**src/vst_pkg.sv**
```systemverilog
// Shared types, codes and the module-letter helper function of the voice stream session tracker.
package vst_pkg;

	localparam logic [7:0] RS_ACK  = 8'h72;
	localparam logic [7:0] RS_SEND = 8'h73;

	localparam logic [15:0] LEN_START    = 16'd48;
	localparam logic [15:0] LEN_NORMAL   = 16'd19;
	localparam logic [15:0] LEN_EXTENDED = 16'd22;

	localparam logic [4:0] SEQ_MAX     = 5'd20;
	localparam int         SEQ_END_BIT = 6;

	localparam logic [7:0] CHAR_A_UPPER = 8'h41;
	localparam logic [7:0] CHAR_B_UPPER = 8'h42;
	localparam logic [7:0] CHAR_C_UPPER = 8'h43;
	localparam logic [7:0] CHAR_A_LOWER = 8'h61;
	localparam logic [7:0] CHAR_B_LOWER = 8'h62;
	localparam logic [7:0] CHAR_C_LOWER = 8'h63;

	localparam int MAX_MODULES = 3;

	typedef enum logic [2:0] {
		CFG_MY_ADDRESS   = 3'd0,
		CFG_MODULE_EN    = 3'd1,
		CFG_BASE_PORT    = 3'd2,
		CFG_PORT_STEP    = 3'd3,
		CFG_VOICE_TYPE   = 3'd4,
		CFG_TIMEOUT_ARM  = 3'd5
	} cfg_index_t;

	typedef enum logic [3:0] {
		DROP_NONE       = 4'd0,
		DROP_NOT_UDP    = 4'd1,
		DROP_NOT_MINE   = 4'd2,
		DROP_BAD_SIG    = 4'd3,
		DROP_ACK        = 4'd4,
		DROP_NOT_SEND   = 4'd5,
		DROP_NOT_VOICE  = 4'd6,
		DROP_BAD_LEN    = 4'd7,
		DROP_BAD_MODULE = 4'd8,
		DROP_DISABLED   = 4'd9,
		DROP_BUSY       = 4'd10,
		DROP_UNKNOWN    = 4'd11,
		DROP_WRONG_DIR  = 4'd12,
		DROP_BAD_SEQ    = 4'd13,
		DROP_TICK       = 4'd14
	} drop_reason_t;

	typedef enum logic [1:0] {
		KIND_START    = 2'd0,
		KIND_NORMAL   = 2'd1,
		KIND_EXTENDED = 2'd2
	} frame_kind_t;

	typedef struct packed {
		logic        mode;
		logic        is_udp;
		logic [31:0] src_addr;
		logic [31:0] dst_addr;
		logic        signature_ok;
		logic [7:0]  rs_flag;
		logic [7:0]  packet_type;
		logic [15:0] data_len;
		logic [7:0]  rpt1_module;
		logic [7:0]  rpt2_module;
		logic [15:0] stream_id;
		logic [7:0]  seq_byte;
	} item_t;

	typedef struct packed {
		logic [31:0] my_address;
		logic [2:0]  module_enable;
		logic [15:0] base_port;
		logic [15:0] port_step;
		logic [7:0]  voice_type_code;
		logic [1:0]  timeout_arm;
	} cfg_t;

	// Verdict on one request, handed from the checker to the session table.
	typedef struct packed {
		logic         forward;
		drop_reason_t reason;
		logic [1:0]   module_idx;
		frame_kind_t  kind;
		logic         outbound;
		logic         ended;
		logic         start;
	} dec_t;

	typedef struct packed {
		logic         forward;
		drop_reason_t drop_reason;
		logic [1:0]   module_res;
		frame_kind_t  frame_kind;
		logic         outbound;
		logic [15:0]  out_sequence;
		logic [15:0]  dest_port;
		logic         session_ended;
		logic [2:0]   expired_mask;
	} result_t;

	// Returns {valid, index} for a module letter in either case.
	function automatic logic [2:0] decode_module(input logic [7:0] c);
		logic [2:0] r;
		r = 3'b000;
		if (c == CHAR_A_UPPER || c == CHAR_A_LOWER) r = 3'b100;
		if (c == CHAR_B_UPPER || c == CHAR_B_LOWER) r = 3'b101;
		if (c == CHAR_C_UPPER || c == CHAR_C_LOWER) r = 3'b110;
		return r;
	endfunction

endpackage

```
**src/vst_item_if.sv**
```systemverilog
// Request channel carrying one packet header or one tick.
interface vst_item_if;
	logic        valid;
	logic        ready;
	logic        mode;
	logic        is_udp;
	logic [31:0] src_addr;
	logic [31:0] dst_addr;
	logic        signature_ok;
	logic [7:0]  rs_flag;
	logic [7:0]  packet_type;
	logic [15:0] data_len;
	logic [7:0]  rpt1_module;
	logic [7:0]  rpt2_module;
	logic [15:0] stream_id;
	logic [7:0]  seq_byte;

	modport source (
		output valid, mode, is_udp, src_addr, dst_addr, signature_ok, rs_flag,
		       packet_type, data_len, rpt1_module, rpt2_module, stream_id, seq_byte,
		input  ready
	);
	modport sink (
		input  valid, mode, is_udp, src_addr, dst_addr, signature_ok, rs_flag,
		       packet_type, data_len, rpt1_module, rpt2_module, stream_id, seq_byte,
		output ready
	);
endinterface

```
**src/vst_result_if.sv**
```systemverilog
// Result channel carrying the verdict for one request.
interface vst_result_if;
	logic        valid;
	logic        ready;
	logic        forward;
	logic [3:0]  drop_reason;
	logic [1:0]  module_res;
	logic [1:0]  frame_kind;
	logic        outbound;
	logic [15:0] out_sequence;
	logic [15:0] dest_port;
	logic        session_ended;
	logic [2:0]  expired_mask;

	modport source (
		output valid, forward, drop_reason, module_res, frame_kind, outbound,
		       out_sequence, dest_port, session_ended, expired_mask,
		input  ready
	);
	modport sink (
		input  valid, forward, drop_reason, module_res, frame_kind, outbound,
		       out_sequence, dest_port, session_ended, expired_mask,
		output ready
	);
endinterface

```
**src/vst_check.sv**
```systemverilog
// Packet filter chain and session lookup producing the verdict for one request.
module vst_check #(
	parameter int MODULES = 3
) (
	input  vst_pkg::item_t      item,
	input  vst_pkg::cfg_t       cfg,
	input  logic [MODULES-1:0]  active,
	input  logic [MODULES-1:0]  outbound,
	input  logic [MODULES-1:0]  timed,
	input  logic [15:0]         stream [MODULES],
	output vst_pkg::dec_t       dec,
	output logic [MODULES-1:0]  sel
);

	localparam logic [2:0] MOD_N = 3'(MODULES);

	logic               dir_out;
	logic               dir_in;
	logic               dir;
	logic [2:0]         ch_dec;
	logic               ch_ok;
	logic [1:0]         ch_idx;
	logic [MODULES-1:0] en;
	logic [MODULES-1:0] start_sel;
	logic [MODULES-1:0] hit;
	logic [MODULES-1:0] data_sel;
	logic [1:0]         data_idx;
	logic               taken;
	logic               len_ok;

	assign dir_out = (item.src_addr == cfg.my_address);
	assign dir_in  = (item.dst_addr == cfg.my_address);
	assign dir     = dir_out;
	assign ch_dec  = vst_pkg::decode_module(dir_out ? item.rpt2_module : item.rpt1_module);
	assign ch_ok   = ch_dec[2];
	assign ch_idx  = ch_dec[1:0];
	assign en      = cfg.module_enable[MODULES-1:0];
	assign len_ok  = (item.data_len == vst_pkg::LEN_START) ||
	                 (item.data_len == vst_pkg::LEN_NORMAL) ||
	                 (item.data_len == vst_pkg::LEN_EXTENDED);

	// The lowest enabled module with a matching stored id wins, active or not.
	always_comb begin
		taken    = 1'b0;
		data_idx = 2'd0;
		for (int i = 0; i < MODULES; i++) begin
			start_sel[i] = ch_ok && (ch_idx == 2'(i));
			hit[i]       = en[i] && (stream[i] == item.stream_id);
			data_sel[i]  = hit[i] && !taken;
			if (data_sel[i]) begin
				data_idx = 2'(i);
			end
			taken = taken | hit[i];
		end
	end

	always_comb begin
		dec        = '0;
		dec.reason = vst_pkg::DROP_NONE;
		dec.kind   = vst_pkg::KIND_START;
		sel        = '0;
		if (item.mode) begin
			dec.reason = vst_pkg::DROP_TICK;
		end else if (!item.is_udp) begin
			dec.reason = vst_pkg::DROP_NOT_UDP;
		end else if (!(dir_out || dir_in)) begin
			dec.reason = vst_pkg::DROP_NOT_MINE;
		end else if (!item.signature_ok) begin
			dec.reason = vst_pkg::DROP_BAD_SIG;
		end else if (item.rs_flag == vst_pkg::RS_ACK) begin
			dec.reason = vst_pkg::DROP_ACK;
		end else if (item.rs_flag != vst_pkg::RS_SEND) begin
			dec.reason = vst_pkg::DROP_NOT_SEND;
		end else if (item.packet_type != cfg.voice_type_code) begin
			dec.reason = vst_pkg::DROP_NOT_VOICE;
		end else if (!len_ok) begin
			dec.reason = vst_pkg::DROP_BAD_LEN;
		end else if (item.data_len == vst_pkg::LEN_START) begin
			if (!ch_ok || ({1'b0, ch_idx} >= MOD_N)) begin
				dec.reason = vst_pkg::DROP_BAD_MODULE;
			end else if (!(|(start_sel & en))) begin
				dec.reason = vst_pkg::DROP_DISABLED;
			end else if (|(start_sel & active & timed)) begin
				dec.reason = vst_pkg::DROP_BUSY;
			end else begin
				dec.forward    = 1'b1;
				dec.start      = 1'b1;
				dec.module_idx = ch_idx;
				dec.kind       = vst_pkg::KIND_START;
				dec.outbound   = dir;
				sel            = start_sel;
			end
		end else begin
			if (!taken) begin
				dec.reason = vst_pkg::DROP_UNKNOWN;
			end else if ((|(data_sel & outbound)) != dir) begin
				dec.reason = vst_pkg::DROP_WRONG_DIR;
			end else if (item.seq_byte[4:0] > vst_pkg::SEQ_MAX) begin
				dec.reason = vst_pkg::DROP_BAD_SEQ;
			end else begin
				dec.forward    = 1'b1;
				dec.module_idx = data_idx;
				dec.kind       = (item.data_len == vst_pkg::LEN_NORMAL) ?
				                 vst_pkg::KIND_NORMAL : vst_pkg::KIND_EXTENDED;
				dec.outbound   = dir;
				dec.ended      = item.seq_byte[vst_pkg::SEQ_END_BIT];
				sel            = data_sel;
			end
		end
	end

endmodule

```
**src/voice_stream_session_tracker_core.sv**
```systemverilog
// Top level of the voice stream session tracker: input register, session table, result register.
//
// Each request is a packet header or a one-second tick. It is captured in an input register,
// judged in one pass against the per-module session table (all modules compared in parallel),
// and its verdict is registered in the result register once that register is empty or its
// result is being taken; it leaves from there. One request is taken every cycle while results are being
// drained. While a finished result waits, the input register can still take one more request;
// after that the input stalls until the result leaves. The session table and sequence counter
// update in the same cycle the verdict is registered, so back-to-back requests see each
// other's effects in order. Configuration registers reset to their documented values.
module voice_stream_session_tracker_core #(
	parameter int MODULES = 3
) (
	input  logic               clk,
	input  logic               arst_n,
	vst_item_if.sink           pkt,
	vst_result_if.source       res,
	input  logic               cfg_we,
	input  logic [2:0]         cfg_index,
	input  logic [31:0]        cfg_data
);

	vst_pkg::cfg_t      cfg_q;
	vst_pkg::item_t     item_in;
	vst_pkg::item_t     item_s1;
	logic               valid_s1;
	logic               advance;
	vst_pkg::dec_t      dec;
	logic [MODULES-1:0] sel;
	vst_pkg::result_t   result;
	vst_pkg::result_t   res_q;
	logic               res_valid_q;

	logic [MODULES-1:0] active_q;
	logic [MODULES-1:0] outbound_q;
	logic [15:0]        stream_q  [MODULES];
	logic [1:0]         timeout_q [MODULES];
	logic [MODULES-1:0] timed;
	logic [15:0]        counter_q;
	logic [2:0]         expired;
	logic [15:0]        port;

	// Configuration
	always_ff @(posedge clk or negedge arst_n) begin
		if (!arst_n) begin
			cfg_q.my_address      <= 32'hAC10_0014;
			cfg_q.module_enable   <= 3'd1;
			cfg_q.base_port       <= 16'd4200;
			cfg_q.port_step       <= 16'd1;
			cfg_q.voice_type_code <= 8'd18;
			cfg_q.timeout_arm     <= 2'd3;
		end else if (cfg_we) begin
			case (cfg_index)
				vst_pkg::CFG_MY_ADDRESS:  cfg_q.my_address      <= cfg_data;
				vst_pkg::CFG_MODULE_EN:   cfg_q.module_enable   <= cfg_data[2:0];
				vst_pkg::CFG_BASE_PORT:   cfg_q.base_port       <= cfg_data[15:0];
				vst_pkg::CFG_PORT_STEP:   cfg_q.port_step       <= cfg_data[15:0];
				vst_pkg::CFG_VOICE_TYPE:  cfg_q.voice_type_code <= cfg_data[7:0];
				vst_pkg::CFG_TIMEOUT_ARM: cfg_q.timeout_arm     <= cfg_data[1:0];
				default: ;
			endcase
		end
	end

	// Input register
	assign item_in = '{
		mode:         pkt.mode,
		is_udp:       pkt.is_udp,
		src_addr:     pkt.src_addr,
		dst_addr:     pkt.dst_addr,
		signature_ok: pkt.signature_ok,
		rs_flag:      pkt.rs_flag,
		packet_type:  pkt.packet_type,
		data_len:     pkt.data_len,
		rpt1_module:  pkt.rpt1_module,
		rpt2_module:  pkt.rpt2_module,
		stream_id:    pkt.stream_id,
		seq_byte:     pkt.seq_byte
	};

	assign advance   = valid_s1 && (!res_valid_q || res.ready);
	assign pkt.ready = !valid_s1 || advance;

	always_ff @(posedge clk or negedge arst_n) begin
		if (!arst_n) begin
			valid_s1 <= 1'b0;
		end else if (pkt.ready) begin
			valid_s1 <= pkt.valid;
		end
	end

	always_ff @(posedge clk) begin
		if (pkt.valid && pkt.ready) begin
			item_s1 <= item_in;
		end
	end

	// Verdict
	always_comb begin
		for (int i = 0; i < MODULES; i++) begin
			timed[i] = (timeout_q[i] != 2'd0);
		end
	end

	vst_check #(
		.MODULES (MODULES)
	) u_check (
		.item     (item_s1),
		.cfg      (cfg_q),
		.active   (active_q),
		.outbound (outbound_q),
		.timed    (timed),
		.stream   (stream_q),
		.dec      (dec),
		.sel      (sel)
	);

	// A tick reports the modules whose timeout is about to step from one to zero.
	always_comb begin
		expired = '0;
		for (int i = 0; i < MODULES; i++) begin
			expired[i] = item_s1.mode && (timeout_q[i] == 2'd1);
		end
	end

	assign port = cfg_q.base_port +
	              (dec.module_idx[0] ? cfg_q.port_step : 16'd0) +
	              (dec.module_idx[1] ? {cfg_q.port_step[14:0], 1'b0} : 16'd0);

	always_comb begin
		result               = '0;
		result.forward       = dec.forward;
		result.drop_reason   = dec.reason;
		result.module_res    = dec.module_idx;
		result.frame_kind    = dec.kind;
		result.outbound      = dec.outbound;
		result.session_ended = dec.ended;
		result.expired_mask  = expired;
		if (dec.forward) begin
			result.out_sequence = counter_q;
			result.dest_port    = port;
		end
	end

	// Session table and sequence counter
	always_ff @(posedge clk or negedge arst_n) begin
		if (!arst_n) begin
			active_q   <= '0;
			outbound_q <= '0;
			counter_q  <= '0;
			for (int i = 0; i < MODULES; i++) begin
				stream_q[i]  <= '0;
				timeout_q[i] <= '0;
			end
		end else if (advance) begin
			if (item_s1.mode) begin
				for (int i = 0; i < MODULES; i++) begin
					if (timeout_q[i] != 2'd0) begin
						timeout_q[i] <= timeout_q[i] - 2'd1;
					end
				end
			end else if (dec.forward) begin
				counter_q <= counter_q + 16'd1;
				for (int i = 0; i < MODULES; i++) begin
					if (sel[i]) begin
						timeout_q[i] <= cfg_q.timeout_arm;
						if (dec.start) begin
							stream_q[i]   <= item_s1.stream_id;
							outbound_q[i] <= dec.outbound;
							active_q[i]   <= 1'b1;
						end else if (dec.ended) begin
							active_q[i] <= 1'b0;
						end
					end
				end
			end
		end
	end

	// Result register
	always_ff @(posedge clk or negedge arst_n) begin
		if (!arst_n) begin
			res_valid_q <= 1'b0;
		end else if (advance) begin
			res_valid_q <= 1'b1;
		end else if (res.ready) begin
			res_valid_q <= 1'b0;
		end
	end

	always_ff @(posedge clk) begin
		if (advance) begin
			res_q <= result;
		end
	end

	assign res.valid         = res_valid_q;
	assign res.forward       = res_q.forward;
	assign res.drop_reason   = res_q.drop_reason;
	assign res.module_res    = res_q.module_res;
	assign res.frame_kind    = res_q.frame_kind;
	assign res.outbound      = res_q.outbound;
	assign res.out_sequence  = res_q.out_sequence;
	assign res.dest_port     = res_q.dest_port;
	assign res.session_ended = res_q.session_ended;
	assign res.expired_mask  = res_q.expired_mask;

	// Assertions
	a_one_module: assert property (@(posedge clk) disable iff (!arst_n)
		valid_s1 |-> $onehot0(sel))
		else $error("more than one module selected for a request");

	a_counter_step: assert property (@(posedge clk) disable iff (!arst_n)
		advance && dec.forward |=> counter_q == $past(counter_q) + 16'd1)
		else $error("sequence counter did not advance on a forwarded packet");

	a_drop_clean: assert property (@(posedge clk) disable iff (!arst_n)
		res.valid && !res.forward |->
			res.out_sequence == 16'd0 && res.dest_port == 16'd0 && res.session_ended == 1'b0)
		else $error("dropped result carries nonzero fields");

	a_tick_only_mask: assert property (@(posedge clk) disable iff (!arst_n)
		res.valid && res.expired_mask != 3'd0 |->
			res.drop_reason == vst_pkg::DROP_TICK)
		else $error("expired mask set on a packet result");

endmodule

```
**src/flat_wrapper.sv**
```systemverilog
// flat-port wrapper written by rule: the top's interface ports become plain ports
module voice_stream_session_tracker_core_flat 
#(
	parameter int MODULES = 3
)
  (clk, arst_n, cfg_we, cfg_index, cfg_data, pkt_valid, pkt_mode, pkt_is_udp, pkt_src_addr, pkt_dst_addr, pkt_signature_ok, pkt_rs_flag, pkt_packet_type, pkt_data_len, pkt_rpt1_module, pkt_rpt2_module, pkt_stream_id, pkt_seq_byte, pkt_ready, res_valid, res_forward, res_drop_reason, res_module_res, res_frame_kind, res_outbound, res_out_sequence, res_dest_port, res_session_ended, res_expired_mask, res_ready);
  vst_item_if pkt_i ();
  vst_result_if res_i ();
  input  logic clk;
  input  logic arst_n;
  input  logic cfg_we;
  input  logic [2:0] cfg_index;
  input  logic [31:0] cfg_data;
  input wire logic [$bits(pkt_i.valid)-1:0] pkt_valid;
  input wire logic [$bits(pkt_i.mode)-1:0] pkt_mode;
  input wire logic [$bits(pkt_i.is_udp)-1:0] pkt_is_udp;
  input wire logic [$bits(pkt_i.src_addr)-1:0] pkt_src_addr;
  input wire logic [$bits(pkt_i.dst_addr)-1:0] pkt_dst_addr;
  input wire logic [$bits(pkt_i.signature_ok)-1:0] pkt_signature_ok;
  input wire logic [$bits(pkt_i.rs_flag)-1:0] pkt_rs_flag;
  input wire logic [$bits(pkt_i.packet_type)-1:0] pkt_packet_type;
  input wire logic [$bits(pkt_i.data_len)-1:0] pkt_data_len;
  input wire logic [$bits(pkt_i.rpt1_module)-1:0] pkt_rpt1_module;
  input wire logic [$bits(pkt_i.rpt2_module)-1:0] pkt_rpt2_module;
  input wire logic [$bits(pkt_i.stream_id)-1:0] pkt_stream_id;
  input wire logic [$bits(pkt_i.seq_byte)-1:0] pkt_seq_byte;
  output wire logic [$bits(pkt_i.ready)-1:0] pkt_ready;
  output wire logic [$bits(res_i.valid)-1:0] res_valid;
  output wire logic [$bits(res_i.forward)-1:0] res_forward;
  output wire logic [$bits(res_i.drop_reason)-1:0] res_drop_reason;
  output wire logic [$bits(res_i.module_res)-1:0] res_module_res;
  output wire logic [$bits(res_i.frame_kind)-1:0] res_frame_kind;
  output wire logic [$bits(res_i.outbound)-1:0] res_outbound;
  output wire logic [$bits(res_i.out_sequence)-1:0] res_out_sequence;
  output wire logic [$bits(res_i.dest_port)-1:0] res_dest_port;
  output wire logic [$bits(res_i.session_ended)-1:0] res_session_ended;
  output wire logic [$bits(res_i.expired_mask)-1:0] res_expired_mask;
  input wire logic [$bits(res_i.ready)-1:0] res_ready;
  assign pkt_i.valid = pkt_valid;
  assign pkt_i.mode = pkt_mode;
  assign pkt_i.is_udp = pkt_is_udp;
  assign pkt_i.src_addr = pkt_src_addr;
  assign pkt_i.dst_addr = pkt_dst_addr;
  assign pkt_i.signature_ok = pkt_signature_ok;
  assign pkt_i.rs_flag = pkt_rs_flag;
  assign pkt_i.packet_type = pkt_packet_type;
  assign pkt_i.data_len = pkt_data_len;
  assign pkt_i.rpt1_module = pkt_rpt1_module;
  assign pkt_i.rpt2_module = pkt_rpt2_module;
  assign pkt_i.stream_id = pkt_stream_id;
  assign pkt_i.seq_byte = pkt_seq_byte;
  assign pkt_ready = pkt_i.ready;
  assign res_valid = res_i.valid;
  assign res_forward = res_i.forward;
  assign res_drop_reason = res_i.drop_reason;
  assign res_module_res = res_i.module_res;
  assign res_frame_kind = res_i.frame_kind;
  assign res_outbound = res_i.outbound;
  assign res_out_sequence = res_i.out_sequence;
  assign res_dest_port = res_i.dest_port;
  assign res_session_ended = res_i.session_ended;
  assign res_expired_mask = res_i.expired_mask;
  assign res_i.ready = res_ready;
  voice_stream_session_tracker_core #(.MODULES(MODULES)) u_core (.clk(clk), .arst_n(arst_n), .pkt(pkt_i), .res(res_i), .cfg_we(cfg_we), .cfg_index(cfg_index), .cfg_data(cfg_data));
endmodule
```
**config.mk**
```make
export PLATFORM = sky130hd
export DESIGN_NAME = voice_stream_session_tracker_core_flat
export DESIGN_NICKNAME = d
export VERILOG_FILES = /design/src/vst_pkg.sv /design/src/vst_item_if.sv /design/src/vst_result_if.sv /design/src/vst_check.sv /design/src/voice_stream_session_tracker_core.sv /design/src/flat_wrapper.sv
export SDC_FILE = /design/constraint.sdc
export NUM_CORES = 1
export LEC_CHECK = 0
export BUFFER_PORTS_ARGS = -buffer_cell sky130_fd_sc_hd__buf_2
export CAP_MARGIN = 15
export CORE_AREA = 2 2 250 252
export DETAILED_ROUTE_END_ITERATION = 10
export DIE_AREA = 0 0 252 254
export GPL_TIMING_DRIVEN = 0
export HOLD_SLACK_MARGIN = 0.08
export PLACE_DENSITY_LB_ADDON = 0.25
export SYNTH_ARGS = -nofsm -noshare
export SYNTH_HDL_FRONTEND = slang
export SYNTH_SLANG_ARGS = --single-unit
export TNS_END_PERCENT = 100
```
**constraint.sdc**
```tcl
create_clock -name clk -period 9 [get_ports clk]
set_clock_uncertainty 0.2 [all_clocks]
set_input_delay 0.45 -clock clk [delete_from_list [all_inputs] [get_ports clk]]
set_output_delay 0.45 -clock clk [all_outputs]
set_load 0.01 [all_outputs]
```
* After elaboration in Yosys (flattened, before gate mapping)
Index checks and enable logic that the tools add are counted.
** Storage, ports and cells
- Register bits :: 339
- Bits of input ports :: 179
- Output and inout port bits :: 48
- Logic and storage cells :: 230
** Cells by class
- Add/sub/neg operators :: 6
- Magnitude comparators :: 2
- Equal/unequal tests :: 31
- Mux-type cells :: 80
- Bitwise gates (word level) :: 11
- Reductions and logical operators :: 58
** Operators by type and width (number)
- $eq A32 B32 Y1 :: 2
- $eq A8 B7 Y1 const B :: 7
- $mux W7 :: 8
- $mux W3 :: 18
- $mux W4 :: 13
- $eq A16 B16 Y1 :: 3
- $add A16 B16 Y16 :: 2
- $eq A16 B5 Y1 const B :: 2
- $mux W16 :: 2
- $mux W6 :: 5
- $reduce_and A5 Y1 :: 6
- $mux W1 :: 21
- $reduce_bool A2 Y1 :: 9
- $add A16 B1 Y16 const B :: 1
- $eq A16 B6 Y1 const B :: 1
- $mux W2 :: 8
- $mux W5 :: 3
- $logic_and A1 B1 Y1 :: 13
- $and A3 B3 Y3 :: 4
- $reduce_and A2 Y1 :: 6
- $reduce_and A4 Y1 :: 3
- $mux W10 :: 1
- $logic_or A1 B1 Y1 :: 9
- $reduce_or A3 Y1 :: 3
- 20 further kinds :: 38

* Depth between registers and ports, before layout
Gate-level depths: netlist (run 1).
- Depth after elaboration :: 27
- Depth in mapped cells :: 29
- Gate-level depth less buffers :: 26

* By module
From an unflattened synthesis (run 1), not the netlist that was laid out.
** Second synthesis, totals
- Cells, all modules :: 1073
- Area, all modules :: 15399.8 µm²
** Modules (own cells, without submodules)
- voice_stream_session_tracker_core :: instances 1, cells an instance 775, area an instance 13227.7 µm², sequential area each 9455.3 µm²
- vst_check :: instances 1, cells an instance 298, area an instance 2172.1 µm², sequential area each 0.0 µm²

* Worst setup path before layout (run 1)
Ideal clock, no wire load.
- Kind :: flip-flop to flip-flop
- Start point :: register u_core.item_s1[16] (netlist name)
- End point :: register u_core.res_q, in the netlist u_core.res.dest_port[14] (data pin)
- Library setup time :: 261 ps
- Arrival time :: 5835 ps
- Data required time :: 8539 ps
- Slack :: 2705 ps
- Cell stages (with the launch flop) :: 28
- Buffers on the path :: 3
- Period minus slack after synthesis :: 6295 ps
- Path through :: edfxtp_1 -> clkbuf_1 -> xor2_1 -> or4b_1 -> nor3_1 -> o2111ai_1 -> a31oi_1 -> xnor2_2 -> nand2_1 -> nor3b_2 -> nand3b_1 -> a21oi_1 -> clkbuf_1 -> clkbuf_1 -> and2_1 -> fa_1 -> ha_1 -> a21o_1 -> a21oi_1 -> o21bai_1 -> a21oi_1 -> o21bai_1 -> a21oi_1 -> o21ai_0 -> or4_1 -> nand3_1 -> a21boi_0 -> o311a_1
** RTL lines
- from (decl) :: line voice_stream_session_tracker_core.sv:25 : vst_pkg::item_t item_s1;
- from (signal assigned) :: line voice_stream_session_tracker_core.sv:94 : item_s1 <= item_in;
- to (signal assigned) :: line voice_stream_session_tracker_core.sv:193 : res_q <= result;
- to (decl) :: line voice_stream_session_tracker_core.sv:31 : vst_pkg::result_t res_q;

==> results of run 1 <==
Yosys cell counts (all sizes together), types with 3 or more instances:
cell,instances,share of area (%)
nand3,22,0.81
or2,3,0.12
mux2,126,9.3
or3,7,0.32
edfxtp,181,36
nor3b,6,0.33
nand2,61,1.6
and4,4,0.23
nand2b,12,0.49
o21ai,28,0.99
a21o,3,0.15
fa,15,2.0
or4,7,0.35
inv,53,1.3
ha,22,1.8
o21a,4,0.20
clkbuf,32,0.79
a21boi,3,0.15
a31oi,5,0.21
nand3b,3,0.15
a21oi,17,0.56
and2,31,1.3
a211oi,5,0.31
buf,4,0.21
xor2,91,5.2
xnor2,54,3.2
nand4b,5,0.29
nor2,41,1.0
nor3,16,0.62
nor4b,7,0.44
dfstp,17,2.9
dfrtp,138,23
nand4,19,0.82
nor4,37,2.0
layout by cell type (no fill, tap or decap), types with 17 or more instances in the layout:
cell / instances
mux2_2: 101
dfstp_2: 17
nor4_1: 26
ha_1: 22
nand2_1: 60
nor2_1: 40
dfrtp_1: 138
xnor2_1: 53
nand4_1: 18
and2_1: 28
o21ai_0: 24
a21oi_1: 17
clkbuf_1: 38
buf_2: 221
dlygate4sd3_1: 170
mux2_1: 25
xor2_1: 91
inv_1: 52
clkbuf_16: 41
edfxtp_1: 181
nand3_1: 21
report_power, final:
group	total, uW	switching (uW)	internal, uW
sequential	1880	97.2	1780
clock	1720	685	1040
combinational	472	231	241
total	4070	1010	3060
what timing repair did:
| action | in CTS | in global routing |
|---|---|---|
| hold buffers | 169 | 1 |
| setup endpoints to repair | 0 | 0 |
| endpoints found under the hold margin | 254 | 2 |
registers in the layout, summed over array words and instances, names as in the netlist:
signal                    cells
u_core.res.module_res         2
u_core.cfg_q                 77
u_core.res.out_sequence      16
u_core.res.valid              1
u_core.res.frame_kind         2
u_core.res.drop_reason        4
u_core.res.session_ended      1
u_core.res.forward            1
u_core.valid_s1               1
u_core.active_q               3
u_core.timeout_q              6
u_core.outbound_q             3
u_core.stream_q              48
u_core.counter_q             16
u_core.res.dest_port         16
u_core.res.outbound           1
u_core.res.expired_mask       3
u_core.item_s1              135
final cells by class:
| class | count | area [um^2] |
|---|---|---|
| Buffer | 36 | 155 |
| Clock buffer | 50 | 1080 |
| Clock inverter | 26 | 319 |
| Fill cell | 6081 | 40700 |
| Inverter | 54 | 203 |
| Multi-Input combinational cell | 680 | 5540 |
| Sequential cell | 336 | 9340 |
| Tap cell | 790 | 988 |
| Timing Repair Buffer | 395 | 2920 |
how the worst max path moves through the flow:
stage                                    end  slack [ns]  depth (start not counted)
detailed placement  u_core.res.dest_port[14]        1.02                         22
global placement    u_core.res.dest_port[14]        1.03                         22
global route        u_core.res.dest_port[14]        0.57                         22
finish              u_core.res.dest_port[14]        1.14                         27
CTS                 u_core.res.dest_port[14]        0.99                         22
floorplan           u_core.res.dest_port[14]        2.70                         27
cells by family after synthesis:
family / synth area share (%)
AOI/OAI and AO/OA: 3.56
xor gates and xnor gates: 8.40
adders and majority gates: 3.78
buffers and inverters: 2.33
DFF: 61.3
muxes: 9.32
and+or+nand+nor: 11.3
per-layer routing:
| layer | part of all wire [%] | wire (um) | global-route usage (%) |
|---|---|---|---|
| met1 | 45 | 18800 | 16.8 |
| met2 | 48 | 19900 | 21.4 |
| met3 | 5.0 | 2070 | 2.81 |
| met4 | 2.5 | 1060 | 4.18 |
| met5 | 0 | 0 | 0 |
through the flow:
| step | worst slack [ns] | power (uW) | instance area, um^2 |
|---|---|---|---|
| global placement | 1.03 | 2320 | 17300 |
| floorplan | 2.70 | 2150 | 15200 |
| global route | 0.571 | 4270 | 20500 |
| detailed placement | 1.02 | 2330 | 17400 |
| finish | 1.14 | 4070 | 20500 |
| CTS | 0.993 | 4160 | 20500 |
==> results.md, run 1 <==
* Vias post-DR at 10000
* Total gr overflow at 0
* Outcome: complete, no violations
* Core ar. at 0.0613 mm^2
* Pre-antenna DRT Iters at 5
* Die height at around 250 um
* CP required at between 9 and 10 ns
* Crit path max fanout at 10
* Clk_lat worst skew at ~0.57 ns
* EDFF count, synth at 181
* Share of cells above drive strength 1 at 28.3%
* CP Data Arrival Time at 7.96 ns
* Post-CTS Setup Bufs at 0
* Syn nets at between 1000 and 1500
* P_leak at about 0.0085 uW
* Register-to-Register Path Depth at 27
* Number of synthesis warnings at 0
* Setup Crit Path Kind: reg2reg
* Synth-to-Final Area Change at 35.0%
* Width of the die at between 200 and 300 um
* Rel. slew slack at about a third
* Power density over the cells at 198 mW/mm^2
* Final weighted congestion of routability-driven global placement at roughly 0.8
* Routed vias/inst at about 4.2
* Antenna viol nets, final at 0
* IO Count at 227
* Nets at roughly 1800
* Slowest Stage Delay on Critical Path at roughly 0.62 ns
* Max-Cap Viols at 0
* DR WL/cell at 17.7 um
* RSZ-0062 raised after global routing: no
* Global-route wire length before repair at 62600 um
* Hold Path Depth at 2
* Tcrit/Tclk final at 87.3%
* Syn Std Cell Area at between 0.015 and 0.02 mm^2
* Maximum number of pins on one net before global-route repair at between 100 and 150
* FMAX at roughly 130 MHz
* Post-layout min period at between 7 and 8 ns
* R2R setup slack at 1.14 ns
* Final std cells w/o fill at 2367
* Top cell by count, worst path: a21oi_1
* Final TNS setup at 0 ns
* CTS tree: built
* Seq cells post-synth at 336
* Pins Over Slew Limit at 0
* Initial Utilization at between 20% and 30%
* Full die area at 0.0640 mm^2
* Syn Area/Cell at 13.8 um^2
* CP endpoint kind: register
* Slowest cell on crit path: clkbuf_1
* Antenna violations before repair at 3
* Vias in the first global route at 10400
* Final Util at 33.5%
* Rows at 91
* Distinct cells, synth at 73
* Worst Min Path Start: cfg_data[1]
* Hold slack at 0.137 ns
* N_diodes at 0
* Buffers plus inverters on the worst setup path at 3
* Final Hold Viols at 0
* # port buffers at 220
* Critical Path Start Type: register
* GRT Total Usage at around an eighth
* Reg2reg start: u_core.item_s1[16]
* Final Setup Violations at 0
* Cells after DPL at 2121
* Crit path from: u_core.item_s1[16]
* Reg-to-Reg End: u_core.res.dest_port[14]
* TritonCTS Buffers at 41
* Post-CTS Resized at 0
* Most used DFF post-synth: edfxtp_1
* Clock Pin Slew Worst Setup and Hold Paths at 0.06 ns
* Tightest Hold Check Type: in2reg
* Initial drt markers at a little under 400
* CTS H-tree lvls at 2
* DRC violations left at 0
* Endpoint, Worst Hold: u_core.cfg_q[46]
* HPWL after DPL at 30500 um
* Max clock buf depth at 3
* VDD IR max at 0.123 mV
* Clk root buf: clkbuf_16
* Least-Margin Pin Slew at 1.01 ns
* Clk sinks at between 300 and 400
* Seq/Total Area, Yosys at about three fifths
* Async S/R FF share, synth at 46.1%
* Overall routed net length at 41800 um
* Synth Instances at approximately 1100
* CP top delay family: simple AND/OR/NAND/NOR gates
Power figures use the tool's default switching activity.
==> inputs of run 2 (changes only) <==
--- a/config.mk
+++ b/config.mk
@@ -8,6 +8,7 @@
 export BUFFER_PORTS_ARGS = -buffer_cell sky130_fd_sc_hd__buf_2
 export CAP_MARGIN = 15
 export CORE_AREA = 2 2 250 252
+export CTS_BUF_LIST = sky130_fd_sc_hd__clkbuf_4 sky130_fd_sc_hd__clkbuf_8
 export DETAILED_ROUTE_END_ITERATION = 10
 export DIE_AREA = 0 0 252 254
 export GPL_TIMING_DRIVEN = 0
==> constraint.sdc (replaced) <==
create_clock -name clk -period 8.34 [get_ports clk]
set_clock_uncertainty 0.2 [all_clocks]
set_input_delay 0.417 -clock clk [delete_from_list [all_inputs] [get_ports clk]]
set_output_delay 0.417 -clock clk [all_outputs]
set_load 0.01 [all_outputs]
==> run 2 against run 1 <==
  * Critical path depth unchanged
  * Worst setup slack worse by 0.50 ns
  * Worst hold slack improved by 0.045 ns
  * Clock-buffer cell count is 49 higher
  * Largest cell class unchanged
==> results.md, run 2 (same netlist as run 1, synthesis figures left out) <==
* Outcome: complete, no violations
* Slowest Stage Delay on Critical Path at 0.46 ns (-0.16 ns)
* R2R setup slack at 0.64 ns (-0.50 ns)
* HPWL after DPL at 30500 um (unchanged)
* CP endpoint kind: register
* Top reg by flops: u_core.item_s1
* CP Data Arrival Time at 7.91 ns (-0.05 ns)
* IO Count at 227 (unchanged)
* Reg2reg start: u_core.item_s1[19]
* Hold slack at 0.182 ns (+0.0452 ns)
* Antenna violations before repair at 4 (+1)
* # port buffers at 220 (unchanged)
* Clk sinks at 336 (unchanged)
* Final Setup Violations at 0 (unchanged)
* Overall routed net length at 42400 um (+1.5%)
* Max-Cap Viols at 0 (unchanged)
* Maximum number of pins on one net before global-route repair at 104 (unchanged)
* CP required at 8.56 ns (-0.54 ns)
* Reg-to-Reg End: u_core.res.dest_port[14]
* Tcrit/Tclk final at 92.3% (+5.0 points)
* Slowest cell on crit path: or4_1
* Global-route wire length before repair at 63600 um (+1.7%)
* Clock Pin Slew Worst Setup and Hold Paths at 0.06 ns (about the same)
* Least-Margin Pin Slew at 1.02 ns (+0.00178 ns)
* Pins Over Slew Limit at 0 (unchanged)
* Final Hold Viols at 0 (unchanged)
* Clk_lat worst skew at 0.67 ns (+0.10 ns)
* Tightest Hold Check Type: in2async
* TritonCTS Buffers at 59 (+44%)
* Width of the die at 252 um (unchanged)
* Core ar. at 0.0613 mm^2 (unchanged)
* Fill cell count at 6085 (+0.066%)
* Share of cells above drive strength 1 at 30.7% (+2.4 points)
* Antenna viol nets, final at 0 (unchanged)
* Crit path depth at 27 (unchanged)
* Crit path max fanout at 10 (unchanged)
* Setup Crit Path Kind: reg2reg
* DR WL/cell at 17.6 um (-0.40%)
* Power density over the cells at 209 mW/mm^2 (+5.2%)
* Full die area at 0.0640 mm^2 (unchanged)
* Vias in the first global route at 10800 (+3.4%)
* Initial Utilization at 24.8% (unchanged)
* P_leak at 0.00855 uW (+1.1%)
* Total gr overflow at 0 (unchanged)
* CTS H-tree lvls at 2 (unchanged)
* Critical Path Start Type: register
* Post-layout min period at 7.70 ns (-0.163 ns)
* RSZ-0062 raised after global routing: no
* Largest regs: u_core.item_s1 (135), u_core.cfg_q (77), u_core.stream_q (48)
* CP top delay family: compound AO/OA/AOI/OAI gates
* Nets at 1785 (+1.4%)
* Die height at 254 um (unchanged)
* Rel. slew slack at 31.3% (-0.12 points)
* Final total power at 4300 uW (+5.6%)
* CTS tree: built
* Max clock buf depth at 3 (unchanged)
* Final weighted congestion of routability-driven global placement at 0.808 (unchanged)
* Clk root buf: clkbuf_8
* DRC violations left at 0 (unchanged)
* Pre-antenna DRT Iters at 5 (unchanged)
* GRT Total Usage at 13.1% (+0.16 points)
* Routed vias/inst at 4.23 (-0.32%)
* Commonest cells after routing, fill and taps aside: buf_2 (221), edfxtp_1 (181), dlygate4sd3_1 (176)
* Rows at 91 (unchanged)
* VDD IR max at 0.119 mV (-2.9%)
* Final TNS setup at 0 ns (unchanged)
* Most common cell after layout, fill and taps aside: buf_2
* Max FFs per register at 135 (unchanged)
* Initial drt markers at 467 (+18%)
* Top cell by count, worst path: a21oi_1
* Vias post-DR at 10200 (+1.5%)
* FMAX at 130 MHz (+2.1%)
* Register-to-Register Path Depth at 27 (unchanged)
* Post-CTS Setup Bufs at 0 (unchanged)
* Buffers plus inverters on the worst setup path at 3 (unchanged)
* Synth-to-Final Area Change at 35.5%
## run 2: worst min-delay path: stages
cell,delay [ns]
dlygate4sd3_1,0.56
buf_8,0.15
buf_16,0.28
## run 2: per-layer routing
metal  vias up  GRT usage (%)  share of wire (%)
li1       4903              -                  -
met1      4972           16.8                 45
met2       240           21.9                 48
met3        78           2.67                4.6
met4         0           4.51                2.7
met5         -              0                  0
## run 2: cell type report
cell class / instances / area [um^2] / area share [%]
Antenna cell: 2 / 5.00 / 0.0243
Inverter: 54 / 203 / 0.983
Multi-Input combinational cell: 680 / 5540 / 26.9
Buffer: 36 / 156 / 0.759
Sequential cell: 336 / 9340 / 45.3
Clock buffer: 99 / 1190 / 5.79
Clock inverter: 12 / 184 / 0.892
Timing Repair Buffer: 402 / 3010 / 14.6
Tap cell: 790 / 988 / 4.80
## run 2: worst max-delay path by stage
stage / from / slack (ns) / end
2_1_floorplan: u_core.item_s1[16] / 2.04 / u_core.res.dest_port[14]
3_3_place_gp: u_core.item_s1[43] / 0.37 / u_core.res.dest_port[14]
3_5_place_dp: u_core.item_s1[43] / 0.36 / u_core.res.dest_port[14]
4_1_cts: u_core.item_s1[43] / 0.35 / u_core.res.dest_port[14]
5_1_grt: u_core.item_s1[43] / 0.15 / u_core.res.dest_port[14]
6_report: u_core.item_s1[19] / 0.64 / u_core.res.dest_port[14]
## run 2: repair_timing
action / CTS / global route
hold buffers: 177 / 0
gates resized for setup: 0 / 3
hold endpoints to repair: 352 / 0
setup endpoints to repair: 0 / 2
## run 2: per-stage QoR
step / area [um^2] / instances / util, % / setup WS, ns
finish: 20600 / 2411 / 33.7 / 0.644
global route: 20600 / 2410 / 33.6 / 0.153
CTS: 20600 / 2409 / 33.6 / 0.346
detailed placement: 17400 / 2121 / 28.5 / 0.364
global placement: 17300 / 2116 / 28.3 / 0.367
floorplan: 15200 / 1106 / - / 2.04
## run 2: power by group
group | total [uW] | internal [uW] | switching, uW
registers | 2030 | 1920 | 106
logic | 517 | 265 | 252
clock network | 1750 | 1030 | 725
==> inputs of run 3 (changes only) <==
--- a/config.mk
+++ b/config.mk
@@ -7,10 +7,10 @@
 export LEC_CHECK = 0
 export BUFFER_PORTS_ARGS = -buffer_cell sky130_fd_sc_hd__buf_2
 export CAP_MARGIN = 15
-export CORE_AREA = 2 2 250 252
+export CORE_AREA = 2 2 170 172
 export CTS_BUF_LIST = sky130_fd_sc_hd__clkbuf_4 sky130_fd_sc_hd__clkbuf_8
 export DETAILED_ROUTE_END_ITERATION = 10
-export DIE_AREA = 0 0 252 254
+export DIE_AREA = 0 0 172 174
 export GPL_TIMING_DRIVEN = 0
 export HOLD_SLACK_MARGIN = 0.08
 export PLACE_DENSITY_LB_ADDON = 0.25
==> run 3 against run 2 <==
  * Maximum frequency barely moved
  * Largest power group unchanged
  * Sequential power barely moved
  * Worst hold slack got worse by 0.052 ns
  * Wire length fell by 13%
  * Final area fell by 4.2%
  * Non-clock buffer count fell by 2
  * Core utilization rose by 36 points
  * Largest cell class unchanged
==> results.md, run 3 (same netlist as run 1, synthesis figures left out) <==
* Outcome: complete, no violations
* Crit path max fanout at 10 (unchanged)
* Final TNS setup at 0 ns (unchanged)
* Final total power at 3960 uW (-7.8%)
* Max FFs per register at 135 (unchanged)
* P_leak at 0.00837 uW (-2.1%)
* Buffers plus inverters on the worst setup path at 3 (unchanged)
* Slowest Stage Delay on Critical Path at 0.54 ns (+0.08 ns)
* FMAX at 130 MHz (about the same)
* Endpoint, Worst Hold: u_core.cfg_q[0]
* P_sw at 1010 uW (-6.9%)
* Switching portion of total power at 25.4% (+0.26 points)
* Final weighted congestion of routability-driven global placement at 0.879 (+8.7%)
* Total gr overflow at 0 (unchanged)
* R2R setup slack at 0.65 ns (about the same)
* Pins Over Slew Limit at 0 (unchanged)
* Core ar. at 0.0282 mm^2 (-54%)
* # port buffers at 220 (unchanged)
* Tightest Hold Check Type: in2reg
* RSZ-0062 raised after global routing: no
* Least-Margin Pin Slew at 1.00 ns (-0.0135 ns)
* CP required at 8.47 ns (-0.09 ns)
* Top reg by flops: u_core.item_s1
* DRC violations left at 0 (unchanged)
* Antenna viol nets, final at 0 (unchanged)
* Nets at 1778 (-0.39%)
* Vias post-DR at 10400 (+2.2%)
* Rows at 62 (-32%)
* CP top delay family: compound AO/OA/AOI/OAI gates
* Synth-to-Final Area Change at 29.8%
* Final Setup Violations at 0 (unchanged)
* CTS tree: built
* Final Util at 70.0% (+36 points)
* Commonest cells after routing, fill and taps aside: buf_2 (222), edfxtp_1 (181), dlygate4sd3_1 (173)
* Clk root buf: clkbuf_8
* DR WL/cell at 18.6 um (+5.9%)
* Post-CTS Setup Bufs at 0 (unchanged)
* GRT Total Usage at 25.5% (+12 points)
* VDD IR max at 0.226 mV (+90%)
* TritonCTS Buffers at 54 (-8.5%)
* Setup Crit Path Kind: reg2reg
* Register-to-Register Path Depth at 27 (unchanged)
* Global-route wire length before repair at 58700 um (-7.7%)
* Clock Power Share at 35.9% (-4.9 points)
* Most common cell after layout, fill and taps aside: buf_2
* Hold Path Depth at 3
* Rel. slew slack at 32.3% (+0.91 points)
* Max clock buf depth at 3 (unchanged)
* Pre-antenna DRT Iters at 5 (unchanged)
* CTS H-tree lvls at 2 (unchanged)
* Vias in the first global route at 11000 (+2.0%)
* Largest regs: u_core.item_s1 (135), u_core.cfg_q (77), u_core.stream_q (48)
* Clock Pin Slew Worst Setup and Hold Paths at 0.06 ns (about the same)
* HPWL after DPL at 23800 um (-22%)
* Clk sinks at 336 (unchanged)
* Die height at 174 um (-31%)
* Antenna violations before repair at 2 (-2)
* Top cell by count, worst path: a21oi_1
* Gate power share at 12.8% (+0.8 points)
* Routed vias/inst at 5.23 (+24%)
* Critical Path Start Type: register
* Final std cells w/o fill at 1990 (-17%)
* Reg-to-Reg End: u_core.res.dest_port[14]
* Slowest cell on crit path: clkbuf_1
* Post-CTS Resized at 0 (unchanged)
* Width of the die at 172 um (-32%)
* Initial drt markers at 634 (+36%)
* IO Count at 227 (unchanged)
* Max-Cap Viols at 0 (unchanged)
* Hold Buf Count CTS at 173 (-2.3%)
* Cells after DPL at 1715 (-19%)
* Overall routed net length at 37100 um (-13%)
* Maximum number of pins on one net before global-route repair at 87 (-16%)
* Share of cells above drive strength 1 at 29.6% (-1.1 points)
* Final Hold Viols at 0 (unchanged)
* Tcrit/Tclk final at 92.3% (about the same)
* Register share of total power at 51.3% (+4.1 points)
* CP endpoint kind: register
* Clk_lat worst skew at 0.59 ns (-0.08 ns)
* CP Data Arrival Time at 7.83 ns (-0.08 ns)
* Internal power at 2960 uW (-8.2%)
* Reg2reg start: u_core.item_s1[19]
* Post-layout min period at 7.69 ns (-0.00220 ns)
* Initial Utilization at 53.9% (+29 points)
* Full die area at 0.0299 mm^2 (-53%)
* Worst Min Path Start: cfg_index[0]
* Power density over the cells at 201 mW/mm^2 (-3.8%)
## run 3: cell count changes in the layout (fill, tap and decap cells not counted), sizes merged
cell / change
clkinvlp: +1
diode: -1
clkdlybuf4s18: +1
clkbuf: -16
bufinv: -4
inv: -2
clkinv: +9
dlygate4sd3: -3
## run 3: worst max path at each step
stage	slack (ns)	cells after the start	to	startpoint
global placement	0.73	27	u_core.res.dest_port[14]	u_core.item_s1[19]
floorplan	2.04	27	u_core.res.dest_port[14]	u_core.item_s1[16]
CTS	0.68	27	u_core.res.dest_port[14]	u_core.item_s1[19]
global route	0.02	27	u_core.res.dest_port[14]	u_core.item_s1[19]
finish	0.65	27	u_core.res.dest_port[14]	u_core.item_s1[19]
detailed placement	0.68	27	u_core.res.dest_port[14]	u_core.item_s1[19]
## run 3: cell type report
cell class,count,area (um^2)
Inverter,54,203
Antenna cell,1,2.50
Fill cell,2018,8480
Tap cell,384,480
Clock buffer,83,1010
Clock inverter,16,75.1
Sequential cell,336,9340
Multi-Input combinational cell,680,5530
Buffer,36,153
Timing Repair Buffer,400,2970
## run 3: per-stage QoR
step / area (um^2) / hold slack [ns] / setup WS [ns]
2_1_floorplan: 15200 / -0.0786 / 2.04
3_3_place_gp: 16800 / 0.256 / 0.734
3_5_place_dp: 16900 / 0.225 / 0.679
4_1_cts: 19700 / 0.112 / 0.677
5_1_grt: 19800 / 0.164 / 0.0173
6_report: 19800 / 0.130 / 0.646
## run 3: power groups by stage
stage               sequential [uW]  clock (uW)  combinational, uW
finish                         2030        1420                506
CTS                            2030        1420                498
floorplan                      2040           0                275
detailed placement             2060           0                432
global route                   2050        1520                560
global placement               2070           0                407
## run 3: worst register-to-register path, delay by kind of cell, from the launching register on
family | cells | cell delay (ns)
flip-flops | 1 | 0.36
adder cells (fa/ha/maj) | 2 | 0.67
AO/OA/AOI/OAI | 12 | 2.29
buffers and inverters | 3 | 1.17
AND/OR/NAND/NOR | 8 | 2.27
XOR/XNOR | 2 | 0.50
## run 3: routing by layer
layer	global-route usage [%]	wire, um	share of wire (%)
met5	0	13	0.035
met4	6.62	731	2.0
met3	4.80	1980	5.3
met2	41.8	18000	49
met1	35.3	16300	44
